<file path="src/hdl/mandel_pkg.sv">
// ----------------------------------------------------------------------------
// mandel_pkg
// Shared types, constants and helpers for the escape-time pixel engine.
// ----------------------------------------------------------------------------
package mandel_pkg;

  // Largest image side supported by the mirrored row arithmetic.
  localparam int MAX_SIDE_DEF = 4096;

  // Configuration register indexes.
  localparam logic [2:0] REG_REAL_START = 3'd0;
  localparam logic [2:0] REG_IMAG_START = 3'd1;
  localparam logic [2:0] REG_REAL_STEP  = 3'd2;
  localparam logic [2:0] REG_IMAG_STEP  = 3'd3;
  localparam logic [2:0] REG_ITER_LIMIT = 3'd4;
  localparam logic [2:0] REG_IMG_HEIGHT = 3'd5;

  // Register reset values (Q6.26 where fractional).
  localparam logic [31:0] REAL_START_RST = 32'hF800_0000;  // -2.0
  localparam logic [31:0] IMAG_START_RST = 32'hFA00_0000;  // -1.5
  localparam logic [25:0] REAL_STEP_RST  = 26'd196608;
  localparam logic [25:0] IMAG_STEP_RST  = 26'd196608;
  localparam logic [15:0] ITER_LIMIT_RST = 16'd256;
  localparam logic [12:0] IMG_HEIGHT_RST = 13'd1024;

  // Escape threshold: 4.0 in unsigned Q12.52.
  localparam logic [63:0] ESCAPE_MAG = 64'h0040_0000_0000_0000;

  // Saturation bounds for a 40-bit intermediate.
  localparam logic signed [39:0] SAT_MAX = 40'sh00_7FFF_FFFF;
  localparam logic signed [39:0] SAT_MIN = -40'sh00_8000_0000;

  typedef struct packed {
    logic [11:0] pixel_row;
    logic [11:0] pixel_column;
  } in_t;

  typedef struct packed {
    logic [11:0] out_row;
    logic [11:0] mirror_row;
    logic [11:0] out_column;
    logic [15:0] escape_count;
  } out_t;

  // Clamp a 40-bit signed value to the signed 32-bit range.
  function automatic logic signed [31:0] sat32(input logic signed [39:0] v);
    logic signed [31:0] res;
    if (v > SAT_MAX) begin
      res = 32'sh7FFF_FFFF;
    end else if (v < SAT_MIN) begin
      res = 32'sh8000_0000;
    end else begin
      res = v[31:0];
    end
    return res;
  endfunction

endpackage

</file>
<file path="src/hdl/mandelbrot_escape_time.sv">
// ----------------------------------------------------------------------------
// mandelbrot_escape_time
// Escape-time engine: forms the point c of one pixel and iterates
// z = z*z + c with one shared signed multiplier under a small sequencer.
// ----------------------------------------------------------------------------
//
//  Channel | Ports                          | Payload           | Direction
//  --------+--------------------------------+-------------------+----------
//  input   | in_valid, in_stall, in_data    | pixel row, column | in
//  result  | out_valid, out_stall, out_data | rows, column, cnt | out
//  config  | cfg_we, cfg_index, cfg_data    | six registers     | in
//
// After acceptance, two multiplies (ST_C_RE, ST_C_IM) and ST_C_SET form c; a
// zero limit goes from ST_C_IM straight to the result. Each escape test then
// runs ST_SQ_RE, ST_SQ_IM, ST_CROSS and ST_UPDATE, using the multiplier for
// re*re, im*im and re*im; the number of tests is the count plus one on escape,
// else iteration_limit. The result is held until out_stall is low; in_stall
// stays high from acceptance until that result beat leaves. Reset is synchronous.
module mandelbrot_escape_time #(
  parameter int MAX_SIDE = mandel_pkg::MAX_SIDE_DEF
) (
  input  logic               clk,
  input  logic               rst_n,
  input  logic               in_valid,
  output logic               in_stall,
  input  mandel_pkg::in_t    in_data,
  output logic               out_valid,
  input  logic               out_stall,
  output mandel_pkg::out_t   out_data,
  input  logic               cfg_we,
  input  logic [2:0]         cfg_index,
  input  logic [31:0]        cfg_data
);

  localparam logic [11:0] SIDE_MASK = 12'(MAX_SIDE - 1);

  typedef enum logic [3:0] {
    ST_IDLE,
    ST_C_RE,
    ST_C_IM,
    ST_C_SET,
    ST_SQ_RE,
    ST_SQ_IM,
    ST_CROSS,
    ST_UPDATE,
    ST_DONE
  } state_t;

  // Configuration registers.
  logic [31:0] real_start_r;
  logic [31:0] imag_start_r;
  logic [25:0] real_step_r;
  logic [25:0] imag_step_r;
  logic [15:0] iter_limit_r;
  logic [12:0] img_height_r;

  always_ff @(posedge clk) begin
    if (!rst_n) begin
      real_start_r <= mandel_pkg::REAL_START_RST;
      imag_start_r <= mandel_pkg::IMAG_START_RST;
      real_step_r  <= mandel_pkg::REAL_STEP_RST;
      imag_step_r  <= mandel_pkg::IMAG_STEP_RST;
      iter_limit_r <= mandel_pkg::ITER_LIMIT_RST;
      img_height_r <= mandel_pkg::IMG_HEIGHT_RST;
    end else if (cfg_we) begin
      case (cfg_index)
        mandel_pkg::REG_REAL_START: real_start_r <= cfg_data;
        mandel_pkg::REG_IMAG_START: imag_start_r <= cfg_data;
        mandel_pkg::REG_REAL_STEP:  real_step_r  <= cfg_data[25:0];
        mandel_pkg::REG_IMAG_STEP:  imag_step_r  <= cfg_data[25:0];
        mandel_pkg::REG_ITER_LIMIT: iter_limit_r <= cfg_data[15:0];
        mandel_pkg::REG_IMG_HEIGHT: img_height_r <= cfg_data[12:0];
        default: ;
      endcase
    end
  end

  // Datapath and sequencer registers.
  state_t                   state_r, state_nxt;
  logic [11:0]              row_r, row_nxt;
  logic [11:0]              col_r, col_nxt;
  logic signed [31:0]       cre_r, cre_nxt;
  logic signed [31:0]       cim_r, cim_nxt;
  logic signed [31:0]       zre_r, zre_nxt;
  logic signed [31:0]       zim_r, zim_nxt;
  logic signed [63:0]       prod_r, prod_nxt;
  logic signed [63:0]       r2_r, r2_nxt;
  logic signed [63:0]       i2_r, i2_nxt;
  logic signed [63:0]       diff_r, diff_nxt;
  logic [15:0]              count_r, count_nxt;
  logic                     out_valid_r, out_valid_nxt;
  mandel_pkg::out_t         out_data_r, out_data_nxt;

  // Shared multiplier.
  logic signed [32:0]       mul_a;
  logic signed [32:0]       mul_b;
  logic signed [65:0]       mul_full;

  // Update-cycle terms.
  logic [63:0]              mag;
  logic                     escaped;
  logic [15:0]              count_inc;
  logic [11:0]              mirror;

  assign mul_full  = mul_a * mul_b;
  assign mag       = r2_r + i2_r;
  assign escaped   = mag > mandel_pkg::ESCAPE_MAG;
  assign count_inc = count_r + 16'd1;
  assign mirror    = (img_height_r[11:0] - 12'd1 - row_r) & SIDE_MASK;

  // Next-state and datapath control.
  always_comb begin
    state_nxt     = state_r;
    row_nxt       = row_r;
    col_nxt       = col_r;
    cre_nxt       = cre_r;
    cim_nxt       = cim_r;
    zre_nxt       = zre_r;
    zim_nxt       = zim_r;
    prod_nxt      = prod_r;
    r2_nxt        = r2_r;
    i2_nxt        = i2_r;
    diff_nxt      = diff_r;
    count_nxt     = count_r;
    out_valid_nxt = out_valid_r;
    out_data_nxt  = out_data_r;
    mul_a         = {zre_r[31], zre_r};
    mul_b         = {zre_r[31], zre_r};

    // Result fields that do not depend on the count.
    out_data_nxt.out_row    = row_r;
    out_data_nxt.mirror_row = mirror;
    out_data_nxt.out_column = col_r;

    case (state_r)
      ST_IDLE: begin
        out_data_nxt = out_data_r;
        if (in_valid) begin
          row_nxt   = in_data.pixel_row;
          col_nxt   = in_data.pixel_column;
          count_nxt = '0;
          state_nxt = ST_C_RE;
        end
      end

      // column * real_step
      ST_C_RE: begin
        mul_a     = {21'd0, col_r};
        mul_b     = {7'd0, real_step_r};
        prod_nxt  = mul_full[63:0];
        state_nxt = ST_C_IM;
      end

      // row * imag_step, and the real part of c from the previous product.
      ST_C_IM: begin
        mul_a     = {21'd0, row_r};
        mul_b     = {7'd0, imag_step_r};
        prod_nxt  = mul_full[63:0];
        cre_nxt   = mandel_pkg::sat32({{8{real_start_r[31]}}, real_start_r}
                                      + prod_r[39:0]);
        zre_nxt   = cre_nxt;
        if (iter_limit_r == '0) begin
          out_data_nxt.escape_count = '0;
          out_valid_nxt             = 1'b1;
          state_nxt                 = ST_DONE;
        end else begin
          state_nxt = ST_C_SET;
        end
      end

      // Imaginary part of c.
      ST_C_SET: begin
        cim_nxt   = mandel_pkg::sat32({{8{imag_start_r[31]}}, imag_start_r}
                                      + prod_r[39:0]);
        zim_nxt   = cim_nxt;
        state_nxt = ST_SQ_RE;
      end

      ST_SQ_RE: begin
        prod_nxt  = mul_full[63:0];
        state_nxt = ST_SQ_IM;
      end

      ST_SQ_IM: begin
        mul_a     = {zim_r[31], zim_r};
        mul_b     = {zim_r[31], zim_r};
        r2_nxt    = prod_r;
        prod_nxt  = mul_full[63:0];
        state_nxt = ST_CROSS;
      end

      ST_CROSS: begin
        mul_a     = {zre_r[31], zre_r};
        mul_b     = {zim_r[31], zim_r};
        i2_nxt    = prod_r;
        diff_nxt  = r2_r - prod_r;
        prod_nxt  = mul_full[63:0];
        state_nxt = ST_UPDATE;
      end

      // Escape test on the old z, otherwise step z and the count.
      ST_UPDATE: begin
        if (escaped) begin
          out_data_nxt.escape_count = count_r;
          out_valid_nxt             = 1'b1;
          state_nxt                 = ST_DONE;
        end else begin
          zre_nxt   = mandel_pkg::sat32({{2{diff_r[63]}}, diff_r[63:26]}
                                        + {{8{cre_r[31]}}, cre_r});
          zim_nxt   = mandel_pkg::sat32({prod_r[63], prod_r[63:25]}
                                        + {{8{cim_r[31]}}, cim_r});
          count_nxt = count_inc;
          if (count_inc == iter_limit_r) begin
            out_data_nxt.escape_count = iter_limit_r;
            out_valid_nxt             = 1'b1;
            state_nxt                 = ST_DONE;
          end else begin
            state_nxt = ST_SQ_RE;
          end
        end
      end

      // Hold the result beat until it is taken.
      ST_DONE: begin
        out_data_nxt = out_data_r;
        if (!out_stall) begin
          out_valid_nxt = 1'b0;
          state_nxt     = ST_IDLE;
        end
      end

      default: begin
        out_valid_nxt = 1'b0;
        state_nxt     = ST_IDLE;
      end
    endcase
  end

  // State, datapath and registered outputs.
  always_ff @(posedge clk) begin
    if (!rst_n) begin
      state_r     <= ST_IDLE;
      out_valid_r <= 1'b0;
    end else begin
      state_r     <= state_nxt;
      out_valid_r <= out_valid_nxt;
    end
    row_r      <= row_nxt;
    col_r      <= col_nxt;
    cre_r      <= cre_nxt;
    cim_r      <= cim_nxt;
    zre_r      <= zre_nxt;
    zim_r      <= zim_nxt;
    prod_r     <= prod_nxt;
    r2_r       <= r2_nxt;
    i2_r       <= i2_nxt;
    diff_r     <= diff_nxt;
    count_r    <= count_nxt;
    out_data_r <= out_data_nxt;
  end

  assign in_stall  = (state_r != ST_IDLE);
  assign out_valid = out_valid_r;
  assign out_data  = out_data_r;

endmodule

</file>
<file path="config.mk">
export PLATFORM = sky130hd
export DESIGN_NAME = mandelbrot_escape_time
export DESIGN_NICKNAME = d
export VERILOG_FILES = /design/src/hdl/mandel_pkg.sv /design/src/hdl/mandelbrot_escape_time.sv
export SDC_FILE = /design/constraint.sdc
export NUM_CORES = 2
export LEC_CHECK = 0
export BUFFER_PORTS_ARGS = -buffer_cell sky130_fd_sc_hd__buf_4
export CAP_MARGIN = 20
export CORE_MARGIN = 2
export CORE_UTILIZATION = 24
export CTS_CLUSTER_DIAMETER = 30
export DETAILED_ROUTE_END_ITERATION = 8
export SYNTH_ARGS = -nofsm -noshare
export SYNTH_HDL_FRONTEND = slang
export SYNTH_SLANG_ARGS = --single-unit
</file>
<file path="constraint.sdc">
create_clock -name clk -period 11.65 [get_ports clk]
set_input_delay 2.33 -clock clk [delete_from_list [all_inputs] [get_ports clk]]
set_output_delay 2.33 -clock clk [all_outputs]
set_load 0.05 [all_outputs]
</file>
==> impl_metrics.toml <==
[global_routing]
overflow = 0
use_met1 = 0.2176
grt_usage = 0.1701
grt_pass1_wl_um = 397000
grt_busiest_layer = "met2"
met3_usage = 0.03537
grt_max_degree = 82
grt_pass1_vias = 59872
antenna_found_initial = 8
grt_util_met2 = 0.2607

[cells_and_area]
multi_input_area_mm2 = 0.05132
drive_above_1_share = 0.08273
fillCellCount = 32628
fin_cells = 12372
areaGrowthSynthToFinish_pct = 15.77
fin_nets = 9831
seq_area_mm2 = 0.01650

[clocking]
clock-root-buffer = "clkbuf_16"
cts-hold-fix-buffers = 0
tritoncts = "yes"
ctsHtreeMaxLevel = 4
cts_resized = 0
path_clk_slew_ps = 50
clock_latency_ps = 830
clockBufferDepth = 4
post_cts_buffers = 0
cts_buffers = 152
clock_sinks = 599

[synth]
synthTopCellsByArea = "fa_1, edfxtp_1, ha_1, inv_1, nand2_1"
synth-seq-area-share = 0.2231
synthAdderAreaFrac = 0.3860
async_flop_share = 0
ys_types = 105
yosysMostFrequentCell = "inv_1"
synth_area_leader_cell = "fa_1"
synth_compound_area_frac = 0.1248
ys.flop_type = "edfxtp_1"
synth-seq-cells = 599
avgSynthCellArea_um2 = 9.224
synth_top_family_by_area = "adder cells"
syn_area_mm2 = 0.07395
synth_edf_count = 450
synth_xor_area_frac = 0.03624
synth_mux_area_frac = 0.001861
synth-simple-area-share = 0.1411
postSynthCellCount = 8017
syn_nets = 9696
synth_top_cell_area_share = 0.3008
synth_commonest_cells = "inv_1, fa_1, nand2_1"
yosysWarnings = 0

[critical_path]
end_kind = "flip-flop"
cp.arrival_ps = 11610
critPathRequiredTime_ps = 12180
crit_top_cell = "fa_1"
startpoint_type = "flip-flop"
crit_type = "reg -> reg"
crit_path_top_delay_cell = "a311oi_1"
cp_max_fo = 17
slowest_delay_ps = 920

[floorplan]
die_area_mm2 = 0.3126
die_h_um = 559.1
coreArea_mm2 = 0.3063
start_util = 0.2414
rows = 203
dieWidth_um = 559.1
io_pins = 118

[timing]
fmax_ghz = 0.09021
slew_headroom = 0.02931
final-hold-violation-count = 0
fin_worst_skew_ps = 101.7
rsz0062_at_grt = "false"
tightestPinTransition_ps = 1456
finalSetupViolations = 0
finalCriticalPeriod_ps = 11090
timing.setup.tns_ps = 0
drv_slew = 0
period_share = 0.9515

[route]
drc = 0
vias = 59306
dr.pass1.iters = 7
drt_iter0_drc = 6195
vias_per_cell = 4.794
wl_per_cell_um = 21.77
routed_wl_um = 269400
ant_nets = 0

[place]
dp_cells = 12092
dp_hpwl_um = 214800
place.gp.congestion = 0.9881
portBuffers = 117

[status]
outcome = "finished clean"

[hold_path]
min_path_type = "reg -> reg"

[run]
max-cap-violations = 0
[cells in the final DEF, fill, tap and decap left out, types with 27 or more instances in the layout]
master / Yosys / final
inv_1: 1343 / 1341
nor3_1: 49 / 45
nor2b_1: 39 / 39
and3_1: 32 / 32
a21boi_0: 139 / 139
a21oi_1: 322 / 320
nand2_1: 1088 / 1088
o21ai_0: 191 / 188
clkbuf_16: 0 / 155
dfxtp_1: 149 / 149
xor2_1: 99 / 99
nand2b_1: 79 / 77
xnor2_1: 207 / 207
and2_1: 26 / 28
a22oi_1: 62 / 45
a222oi_1: 27 / 27
ha_1: 504 / 504
a211oi_1: 32 / 31
o21bai_1: 55 / 55
edfxtp_1: 450 / 450
a32oi_1: 28 / 28
buf_4: 2 / 316
fa_1: 1111 / 1111
a21o_1: 147 / 147
nand4_1: 59 / 59
nor2_1: 831 / 828
nand3_1: 113 / 112
a31oi_1: 32 / 32
o21a_1: 73 / 73
[registers in the layout, summed over array words and instances (netlist names), 4 cells and up]
| register | cells |
|---|---|
| img_height_r | 12 |
| diff_r | 38 |
| zim_r | 32 |
| row_r | 12 |
| state_r | 4 |
| out_data | 52 |
| i2_r | 64 |
| real_step_r | 26 |
| iter_limit_r | 16 |
| real_start_r | 32 |
| prod_r | 64 |
| col_r | 12 |
| imag_step_r | 26 |
| count_r | 16 |
| r2_r | 64 |
| cim_r | 32 |
| zre_r | 32 |
| cre_r | 32 |
| imag_start_r | 32 |
[layer usage]
layer,vias to the layer above,wire length (um)
met2,2639,118100
met1,29685,107600
met5,-,26
met3,671,23400
met4,4,20250
li1,26307,-
[worst paths after layout]
path | startpoint | cells after the start | endpoint | slack (ps)
max | state_r[1] | 34 | prod_r[63] | 560
min | real_step_r[19] | 2 | real_step_r[19] | 470
max reg2reg | state_r[1] | 34 | prod_r[63] | 560
min reg2reg | real_step_r[19] | 2 | real_step_r[19] | 470
[metrics by stage]
step / hold WS, ps / util / cell area [um2] / setup WS, ps
final: 466.2 / 0.2795 / 85610 / 564.8
after global routing: 484.7 / 0.2795 / 85600 / 187.2
after CTS: 466.3 / 0.2793 / 85550 / 852.6
after detailed placement: 460.0 / 0.2624 / 80390 / 847.1
after global placement: 455.3 / 0.2623 / 80340 / 908.2
after floorplan: 426.2 / - / 73950 / 808.2
[area by class of cell]
type                    instances  area share
multi-input cells            5733      0.5994
flip-flops and latches        599      0.1927
well taps                    4100     0.05992
inverters                    1344     0.05896
clock buffers                 181     0.04773
repair buffers                322     0.02869
clock inverters                89     0.01251
diodes                          4   0.0001169
[worst max-delay path: cells and delay by family (launching register included)]
kind                       cells  cell delay (ps)
DFF                            1              510
buffers and inverters          6              990
AOI/OAI and AO/OA             13             3730
adders and majority gates      9             4320
xor gates and xnor gates       1              100
and+or+nand+nor                5             1150
[cell families (layout without fill, tap and decap cells)]
group,count (synthesis),in the layout
and+or+nand+nor,2443,2443
AOI/OAI and AO/OA,1356,1356
DFF,599,599
other,0,4
buffers and inverters,1685,1936
adders and majority gates,1615,1615
muxes,13,13
xor gates and xnor gates,306,306
Power is left out: the tool's default activity adds up to more than one toggle a clock period on the data nets, which glitch-free logic cannot reach.
